### config.mk
export PLATFORM = sky130hd
export DESIGN_NAME = ftds_mac
export DESIGN_NICKNAME = d
export VERILOG_FILES = /design/src/rtl/ftds_pkg.sv /design/src/rtl/ftds_mac.sv
export SDC_FILE = /design/constraint.sdc
export NUM_CORES = 1
export LEC_CHECK = 0
export BUFFER_PORTS_ARGS = -buffer_cell sky130_fd_sc_hd__buf_2
export CORE_MARGIN = 2
export CORE_UTILIZATION = 63
export CTS_CLUSTER_DIAMETER = 30
export DETAILED_ROUTE_END_ITERATION = 10
export PLACE_DENSITY = 0.91
export SETUP_SLACK_MARGIN = 0.02
export SYNTH_ARGS = -nofsm -noshare
export SYNTH_HDL_FRONTEND = slang
export SYNTH_SLANG_ARGS = --single-unit
### constraint.sdc
create_clock -name i_clk -period 11.05 [get_ports i_clk]
set_input_delay 1.6575 -clock i_clk [delete_from_list [all_inputs] [get_ports i_clk]]
set_output_delay 1.6575 -clock i_clk [all_outputs]
set_load 0.005 [all_outputs]
### src/rtl/ftds_pkg.sv
// Package for the false target delay-sum block: payload structs, register codes,
// reset values, sequencer states and the control group of the shared MAC.
// No dependencies.
`default_nettype none

package ftds_pkg;

    localparam int SMP_W      = 16;
    localparam int WGT_W      = 16;
    localparam int DLY_W      = 13;
    localparam int PROD_W     = 2 * SMP_W;
    localparam int SUM_W      = PROD_W + 2;
    localparam int ACC_W      = 36;
    localparam int FRAC_W     = 14;
    localparam int OUT_W      = 20;
    localparam int LANE_W     = 3;
    localparam int LANE_IX_W  = 2;
    localparam int STEP_W     = 3;
    localparam int CFG_IDX_W  = 3;
    localparam int CFG_DATA_W = 64;
    localparam int LEN_REG_W  = 14;
    localparam int CNT_REG_W  = 3;
    localparam int DLY_REG_W  = 52;

    localparam logic [CFG_IDX_W-1:0] CFG_WINDOW_LEN   = 3'd0;
    localparam logic [CFG_IDX_W-1:0] CFG_TARGET_COUNT = 3'd1;
    localparam logic [CFG_IDX_W-1:0] CFG_DELAYS       = 3'd2;
    localparam logic [CFG_IDX_W-1:0] CFG_WEIGHT_REAL  = 3'd3;
    localparam logic [CFG_IDX_W-1:0] CFG_WEIGHT_IMAG  = 3'd4;

    localparam logic [LEN_REG_W-1:0]  RST_WINDOW_LEN   = 14'd6666;
    localparam logic [CNT_REG_W-1:0]  RST_TARGET_COUNT = 3'd1;
    localparam logic [DLY_REG_W-1:0]  RST_DELAYS       = 52'd3298937585670;
    localparam logic [CFG_DATA_W-1:0] RST_WEIGHT_REAL  = 64'h4000_4000_4000_4000;
    localparam logic [CFG_DATA_W-1:0] RST_WEIGHT_IMAG  = 64'h0;

    // MAC steps of one lane
    localparam logic [STEP_W-1:0] MS_IWR   = 3'd0;
    localparam logic [STEP_W-1:0] MS_QWI   = 3'd1;
    localparam logic [STEP_W-1:0] MS_IWI   = 3'd2;
    localparam logic [STEP_W-1:0] MS_QWR   = 3'd3;
    localparam logic [STEP_W-1:0] MS_DRAIN = 3'd4;

    typedef struct packed {
        logic signed [SMP_W-1:0] in_i;
        logic signed [SMP_W-1:0] in_q;
    } t_in;

    typedef struct packed {
        logic signed [OUT_W-1:0] out_i;
        logic signed [OUT_W-1:0] out_q;
        logic                    window_last;
        logic                    clipped;
    } t_out;

    typedef enum logic [2:0] {
        ST_CLEAR,
        ST_IDLE,
        ST_MUL,
        ST_WRITE,
        ST_READ,
        ST_OUT
    } t_state;

    typedef struct packed {
        logic mul_en;
        logic sel_q;
        logic sel_wi;
        logic acc_clr;
        logic acc_en;
        logic acc_im;
        logic acc_sub;
    } t_mac_ctrl;

endpackage

`default_nettype wire

### src/rtl/ftds_mac.sv
// Shared complex multiply-accumulate unit: one 16x16 multiplier with a
// registered product feeding a real and an imaginary accumulator.
// Depends on ftds_pkg.
`default_nettype none

module ftds_mac (
    input  wire logic                                i_clk,
    input  wire ftds_pkg::t_mac_ctrl                 i_ctrl,
    input  wire ftds_pkg::t_in                       i_smp,
    input  wire logic signed [ftds_pkg::WGT_W-1:0]   i_wr,
    input  wire logic signed [ftds_pkg::WGT_W-1:0]   i_wi,
    output logic signed [ftds_pkg::SUM_W-1:0]        o_acc_re,
    output logic signed [ftds_pkg::SUM_W-1:0]        o_acc_im
);

    logic signed [ftds_pkg::SMP_W-1:0]  op_a;
    logic signed [ftds_pkg::WGT_W-1:0]  op_b;
    logic signed [ftds_pkg::PROD_W-1:0] prod;
    logic signed [ftds_pkg::PROD_W-1:0] r_prod;
    logic signed [ftds_pkg::SUM_W-1:0]  term;
    logic signed [ftds_pkg::SUM_W-1:0]  r_acc_re;
    logic signed [ftds_pkg::SUM_W-1:0]  r_acc_im;
    logic signed [ftds_pkg::SUM_W-1:0]  n_acc_re;
    logic signed [ftds_pkg::SUM_W-1:0]  n_acc_im;

    always_comb begin
        op_a = i_ctrl.sel_q ? i_smp.in_q : i_smp.in_i;
        op_b = i_ctrl.sel_wi ? i_wi : i_wr;
        prod = op_a * op_b;
        term = i_ctrl.acc_sub ? -ftds_pkg::SUM_W'(r_prod) : ftds_pkg::SUM_W'(r_prod);
        n_acc_re = r_acc_re;
        n_acc_im = r_acc_im;
        if (i_ctrl.acc_clr) begin
            n_acc_re = '0;
            n_acc_im = '0;
        end else if (i_ctrl.acc_en) begin
            if (i_ctrl.acc_im) begin
                n_acc_im = r_acc_im + term;
            end else begin
                n_acc_re = r_acc_re + term;
            end
        end
    end

    always_ff @(posedge i_clk) begin
        if (i_ctrl.mul_en) begin
            r_prod <= prod;
        end
        r_acc_re <= n_acc_re;
        r_acc_im <= n_acc_im;
    end

    assign o_acc_re = r_acc_re;
    assign o_acc_im = r_acc_im;

endmodule

`default_nettype wire

Word-level counts from Yosys, hierarchy flattened
Cells that the tools add are included.
{ "op_classes": {"n_addsub": 3, "multipliers": 1, "mux": 3, "bitwise_logic": 1, "n_reduce_logical": 2} }
{ "op_table": {"columns": ["operator", "count"], "rows": [
  ["$add A34 B34 Y34", 2],
  ["$mux W34", 1],
  ["$neg A32 Y34", 1],
  ["$mul A16 B16 Y32", 1],
  ["$mux W16", 2],
  ["$reduce_and A2 Y1", 2],
  ["$not A1 Y1", 1]
]} }
{ "word_totals": {"reg_bits": 100, "wordCells": 13, "input_bits": 72, "out_inout_bits": 68} }

Longest topological paths before layout
Gate-level depths: netlist of run 1.
{ "depth": {"ltp_word": 3, "depth_mapped": 27, "ltp_nobuf": 24} }

Least setup slack after synthesis of run 1
No wires, ideal clock.
{ "synth_timing": {"kind": "input to register", "from": "input port i_ctrl[5] (netlist name)", "to": "register r_prod[31] (netlist name) (data pin)", "setup_ps": 260, "arrival_time_ps": 8261, "n_path_buf": 3, "t_required_ps": 10790, "slack_ps": 2530, "path_stages": 25, "cell_sequence": "clkbuf_1 > buf_1 > buf_1 > mux2i_1 > nor2_1 > fa_1 > inv_1 > fa_1 > fa_1 > inv_1 > fa_1 > fa_1 > inv_1 > fa_1 > inv_1 > ha_1 > a21oi_1 > nor2b_1 > o21ai_0 > o21ai_0 > a22o_1 > a221oi_1 > o311ai_0 > a21oi_1 > xnor2_1"} }
{ "synth_via": {"elab_chain_cells": 2} }
{ "synth_rtl": {"columns": ["element", "line_no", "rtl"], "rows": [
  ["start: declaration", "ftds_mac.sv:8", "input wire ftds_pkg::t_mac_ctrl i_ctrl,"],
  ["$mux W16", "ftds_mac.sv:27", "op_a = i_ctrl.sel_q ? i_smp.in_q : i_smp.in_i;"],
  ["$mul A16 B16 Y32", "ftds_mac.sv:29", "prod = op_a * op_b;"],
  ["named net prod, one bit", "ftds_mac.sv:18", "logic signed [ftds_pkg::PROD_W-1:0] prod;"],
  ["end signal: assignment", "ftds_mac.sv:47", "r_prod <= prod;"],
  ["end: declaration", "ftds_mac.sv:19", "logic signed [ftds_pkg::PROD_W-1:0] r_prod;"]
]} }
The timed path passes the listed nets, and every way through them passes these cells.
A chain may end at the register's enable or synchronous reset.

Final worst setup path of run 1
Ends and elaborated chain as after synthesis.

==> flow_summary.ini, run 1 <==
[status]
status = completed

[timing]
fin_ws_ps = 2190
slew_violations = 0
hold_violations = 0
fmax_mhz = 113
post-route-period-util_pct = 80.2
worst_pin_slew_ps = 1180
rsz0062_at_grt = false
post-route-min-period_ps = 8860
fin_skew_ps = 10.4
finalSetupViolCount = 0
max_slew_margin_pct = 19.0
fin_tns_setup_ps = 0

[setup_path]
crit_path_start_kind = input pin
cpPeakStageDelay_ps = 930
critPathMostFrequentCell = fa_1
cp_max_fo = 31
slowest_stage = mux2i_1
required_ps = 11150
path_buf_inv = 4
crit_arrival_ps = 8970
setup.worst_path.class = in -> reg
path_delay_family = adder cells
worstPathCellList = buf_2 > mux2i_1 > nor2_1 > fa_1 > fa_1 > fa_1 > fa_1 > fa_1 > inv_1 > fa_1 > inv_1 > ha_1 > a211oi_1 > nand2_1 > a31oi_1 > inv_1 > a22o_1 > a221oi_1 > o311ai_0 > a21oi_1 > xnor2_1
cp-end-kind = flop

[clock_tree]
cts_tree = yes
cts.path.max_buffers = 2
htreeDepth = 3
cts-buffers-inserted = 9
clkSinkCount = 100
post_cts_buffers = 0
clkLatencyLatePin_ps = 360
ctsResizeCount = 0
hold_buffers = 0
cts_root_buf = clkbuf_16
path_clk_slew_ps = 80

[placement]
place_ws_ps = 1890
hpwl_um = 37300
place_area_um2 = 18300
place_congestion = 1.00
portBuffers = 139

[global_route]
grt_usage_pct = 31.7
grt_pass1_vias = 14700
antenna_found_initial = 0
grt_pass1_wl_um = 73000
grt-ovfl-total = 0
grt_max_degree = 70

[drt]
vias_per_cell = 5.94
wl_per_cell_um = 18.1
drc = 0
first_pass_iters = 6
wirelength_um = 44800
vias = 14700
postRouteAntennaNets = 0
drt_iter0_markers = 1379

[finish]
nets = 2608
antenna_cells = 0
fin_area_um2 = 18600
fillers = 2090
layout-drive-gt1-share_pct = 10.3
area_growth_pct = 7.69

[synth]
synthFlopType = dfxtp_1
async_reset_ff_share_pct = 0
yosysWarnings = 0
seq_area_frac_synth_pct = 13.4
synthCells = 2013
avgSynthCellArea_um2 = 8.60
yosys.cell_types.count = 66
synth_enable_flop_cells = 32
ys_seq_elements = 100
syn_nets = 2498
netlist_area_um2 = 17300

[die]
dieWidth_um = 170
std_cell_rows = 60
die-area_um2 = 28800
die_h_um = 170
initial_core_util_pct = 64.2
ios = 140
core-area_um2 = 27000

[run]
maxCapViolCount = 0

[worst_hold_path]
hold_path_class = reg -> reg
## per-layer routing
layer	global-route usage [%]	up-vias	part of all wire [%]	wire [um]
li1	-	6793	-	-
met1	41.5	7053	41	18200
met2	54.7	704	48	21400
met3	4.13	109	8.0	3600
met4	10.8	0	3.5	1550
met5	0	-	0	0
## registers in the layout, indices dropped and copies added, names as in the netlist
signal and count:
o_acc_im 34, o_acc_re 34, r_prod 32
## logic make-up (layout without fill, tap and decap cells)
| kind of cell | count (synthesis) | count (layout) | share of synthesized area (%) |
|---|---|---|---|
| compound gates | 356 | 356 | 12.6 |
| mux | 60 | 60 | 3.67 |
| buf+inv | 379 | 494 | 8.23 |
| simple gates | 598 | 598 | 15.4 |
| flops | 100 | 100 | 13.4 |
| xor+xnor | 107 | 107 | 5.42 |
| fa+ha+maj | 413 | 413 | 41.3 |
## stage by stage
stage	hold WS [ps]	utilization (%)	std cells
floorplan	465	-	2013
global placement	459	68.0	2453
detailed placement	475	68.0	2453
CTS	485	69.2	2469
global route	508	69.2	2469
finish	483	69.2	2469
## layout by cell type, fill, tap and decap left out, drive strengths merged, types with 12 or more instances in the layout
cell / synthesis / routed
and3: 12 / 12
a21oi: 125 / 125
ha: 149 / 149
or3: 18 / 18
a211oi: 24 / 24
inv: 325 / 330
nand2: 259 / 259
xor2: 23 / 23
o21a: 16 / 16
a21o: 25 / 25
nand4: 13 / 13
o21ai: 87 / 87
nand2b: 20 / 20
mux2i: 33 / 33
nor3: 18 / 18
fa: 264 / 264
nand3: 21 / 21
mux2: 27 / 27
edfxtp: 32 / 32
a31oi: 18 / 18
xnor2: 84 / 84
or2: 12 / 12
buf: 9 / 153
nor2: 188 / 188
dfxtp: 68 / 68
## worst register-to-register path, stage by stage (launching register included)
cell      delay (ps)
edfxtp_1         440
or4_4            600
nor4_4           300
nand2b_4          90
nand2b_4         160
or3_4            400
or3_4            390
o21ai_0          200
xnor2_1          220
ha_1             360
a21oi_1          210
nor2b_1           70
nor2_1            90
nor2_1            60
o311a_1          320
a2111o_1         390
xnor2_1          150
or3_1            330
a21oi_1          150
## synthesized netlist by cell type, drive strengths merged (20+ instances only)
cell      n  area (um^2)
a21oi   125          626
mux2     27          304
nand3    21          105
xor2     23          201
inv     325         1220
dfxtp    68         1360
mux2i    33          330
a21o     25          188
edfxtp   32          961
a211oi   24          180
fa      264         5290
ha      149         1860
clkbuf   45          170
nor2    188          706
xnor2    84          736
nand2   259          972
nand2b   20          140
o21ai    87          435
## worst paths after layout
kind | from | to | slack, ps | cells past startpoint
worst max register to register | r_prod[9]$_DFFE_PP_ | o_acc_im[33]$_SDFFE_PP0P_ | 6050 | 18
worst min register to register | o_acc_re[0]$_SDFFE_PP0P_ | o_acc_re[0]$_SDFFE_PP0P_ | 480 | 2
worst min-delay path | o_acc_re[0]$_SDFFE_PP0P_ | o_acc_re[0]$_SDFFE_PP0P_ | 480 | 2
worst max-delay path | i_ctrl[5] | r_prod[31]$_DFFE_PP_ | 2190 | 21
## cell type report
cell class / instances / area (um^2) / share of cell area, %
Tap cell: 341 / 427 / 2.29
Clock inverter: 7 / 80.1 / 0.430
Inverter: 325 / 1220 / 6.55
Multi-Input combinational cell: 1534 / 13600 / 72.8
Clock buffer: 9 / 225 / 1.21
Timing Repair Buffer: 153 / 801 / 4.30
Sequential cell: 100 / 2320 / 12.5
Power of run 1 is left out: the tool's default activity adds up to more than one toggle a clock period on the data nets, which glitch-free logic cannot reach.
==> run 2: changes to the inputs <==
- ABC_AREA: unset -> 1
- CORE_UTILIZATION: 63 -> 58
- PLACE_DENSITY: 0.91 -> 0.88
- clock period: 11.05 -> 7.7 ns (I/O delays scaled with it)
==> run 2 against run 1 <==
  * First-iteration DRC count down 21%
  * Utilization down 5.2 points
  * Setup slack worse by 1700 ps
  * Clock-buffer cell count up 1
  * Register-to-register slack worse by 2600 ps
  * Via count up 19%
  * Clock skew down 1.8 ps
  * Routed wire length up 30%
  * Critical path type unchanged
  * Worst hold slack better by 31 ps
==> flow_summary.ini, run 2 <==
[status]
status = completed

[synth]
ys_top_cells_by_count = inv_1, nand2_1, nor2_1, fa_1, ha_1
yosysWarnings = 0
netlist_area_um2 = 19000
async_reset_ff_share_pct = 0
seq_area_frac_synth_pct = 12.3
synthFlopType = dfxtp_1
yosysTopAreaCell = fa_1
ys_seq_elements = 100
synthCells = 2630
synth_enable_flop_cells = 32
synth_top_cell_area_share_pct = 27.9
syn_nets = 3115
yosysMostFrequentCell = inv_1
synth_top_cells_by_area = fa_1, inv_1, ha_1, nand2_1, nor2_1
avgSynthCellArea_um2 = 7.21
yosys.cell_types.count = 44

[global_route]
grt_pass1_vias = 17800
grt_max_degree = 54
antenna_found_initial = 1
grt-ovfl-total = 0
grt_usage_pct = 35.2
grt_pass1_wl_um = 91900

[clock_tree]
clkLatencyLatePin_ps = 370
path_clk_slew_ps = 70
cts_root_buf = clkbuf_16
cts.path.max_buffers = 2
clkSinkCount = 100
hold_buffers = 0
cts-buffers-inserted = 9
htreeDepth = 3
cts_tree = yes

[drt]
vias_per_cell = 5.41
wl_per_cell_um = 18.1
first_pass_iters = 5
wirelength_um = 58400
drc = 0
vias = 17500
drt_iter0_markers = 1083
postRouteAntennaNets = 0

[setup_path]
slowest_stage = o21ai_0
worstReg2RegEnd = o_acc_re[33]$_SDFFE_PP0P_
cp-end-kind = flop
path_delay_family = adder cells
path_buf_inv = 4
r2r_cells = 21
setup.worst_path.class = in -> reg
cp_max_fo = 31
worstSetupEndpoint = r_prod[28]$_DFFE_PP_
path_depth = 22
critPathMostFrequentCell = fa_1
cpPeakStageDelay_ps = 970
reg2reg_from = r_prod[0]$_DFFE_PP_
crit_path_start_kind = input pin
crit_arrival_ps = 7370
required_ps = 7830
regToRegSetupSlack_ps = 3440
worstSetupStartpoint = i_ctrl[4]
worstPathCellList = buf_2 > o21ai_0 > buf_4 > nor2_1 > fa_1 > fa_1 > fa_1 > fa_1 > fa_1 > inv_1 > fa_1 > inv_1 > ha_1 > a21oi_1 > o21ai_0 > a21oi_1 > nand3_1 > a21o_1 > nand2_1 > nand2_1 > nand2_1 > nand2_1

[timing]
worst_pin_slew_ps = 1170
fin_skew_ps = 8.59
post-route-min-period_ps = 7240
slew_violations = 0
hold_violations = 0
fin_tns_setup_ps = 0
fin_ws_ps = 460
finalSetupViolCount = 0
max_slew_margin_pct = 20.9
post-route-period-util_pct = 94.0
fmax_mhz = 138
rsz0062_at_grt = false

[die]
dieWidth_um = 185
die_h_um = 185
std_cell_rows = 66
initial_core_util_pct = 58.6
core-area_um2 = 32400
die-area_um2 = 34100
ios = 140

[placement]
place_congestion = 1.03
portBuffers = 139
place_ws_ps = -129
hpwl_um = 50200

[finish]
final_cell_mix = inv_1, nand2_1, nor2_1
fillers = 2919
layout-drive-gt1-share_pct = 9.97
nets = 3267
mostFrequentLayoutCell = inv_1
area_growth_pct = 9.15

[worst_hold_path]
hold_path_class = reg -> reg
min_path_cells = 2

[run]
maxCapViolCount = 0
[run 2: changes by cell type after synthesis, moves of 27 or more]
cell	delta
nand3_1	+73
nor2_1	+192
mux2_2	-27
xnor2_1	-50
nand2_1	+237
mux2i_1	-32
inv_1	+262
xor2_1	+40
[run 2: per-stage QoR]
stage | cells | hold slack, ps | cell area [um^2] | util (%)
2_1_floorplan | 2630 | 494 | 19000 | -
6_report | 3230 | 514 | 20700 | 63.9
3_3_place_gp | 3213 | 492 | 20400 | 63.0
4_1_cts | 3229 | 513 | 20700 | 63.9
3_5_place_dp | 3213 | 502 | 20400 | 63.0
5_1_grt | 3229 | 548 | 20700 | 63.9
[run 2: worst min-delay path by stage]
| stage | startpoint | end |
|---|---|---|
| floorplan | o_acc_im[33]$_SDFFE_PP0P_ | o_acc_im[33]$_SDFFE_PP0P_ |
| global placement | o_acc_im[0]$_SDFFE_PP0P_ | o_acc_im[0]$_SDFFE_PP0P_ |
| detailed placement | o_acc_im[0]$_SDFFE_PP0P_ | o_acc_im[0]$_SDFFE_PP0P_ |
| CTS | o_acc_im[0]$_SDFFE_PP0P_ | o_acc_im[0]$_SDFFE_PP0P_ |
| global route | o_acc_re[33]$_SDFFE_PP0P_ | o_acc_re[33]$_SDFFE_PP0P_ |
| finish | o_acc_im[0]$_SDFFE_PP0P_ | o_acc_im[0]$_SDFFE_PP0P_ |
[run 2: layout make-up]
class / instances / area, um^2 / share of cell area (%)
Inverter: 598 / 2240 / 10.8
Sequential cell: 100 / 2320 / 11.2
Clock buffer: 10 / 250 / 1.21
Clock inverter: 6 / 43.8 / 0.212
Multi-Input combinational cell: 1884 / 14200 / 68.6
Timing Repair Buffer: 189 / 1070 / 5.18
Tap cell: 442 / 553 / 2.67
Antenna cell: 1 / 2.50 / 0.0121
[run 2: cells by family after synthesis]
group	after synthesis	share of synthesized area, %
AND/OR/NAND/NOR	1065	23.5
buffers and inverters	646	12.9
adder cells (fa/ha/maj)	413	37.7
AO/OA/AOI/OAI	308	9.18
flip-flops	100	12.3
XOR/XNOR	97	4.48
multiplexers	1	0.0528
[run 2: tightest hold or removal path: stages, from the launching register on]
cell and delay (ps):
dfxtp_1 330, nor2_1 100, nor2_1 50
[run 2: repair_timing]
| action | 4_1_cts | 5_1_grt |
|---|---|---|
| resized for setup | 0 | 1 |
| buffers inserted | 0 | 0 |
| setup endpoints to repair | 0 | 4 |
[run 2: routing by layer]
layer  track usage [%]  part of all wire, %  vias to the layer above
li1                  -                    -                     8308
met1              40.4                   38                     8232
met2              61.9                   48                      728
met3              4.68                  6.6                      192
met4              22.3                  7.1                        0
met5                 0                    0                        -
Power of run 2 is left out for the same reason.
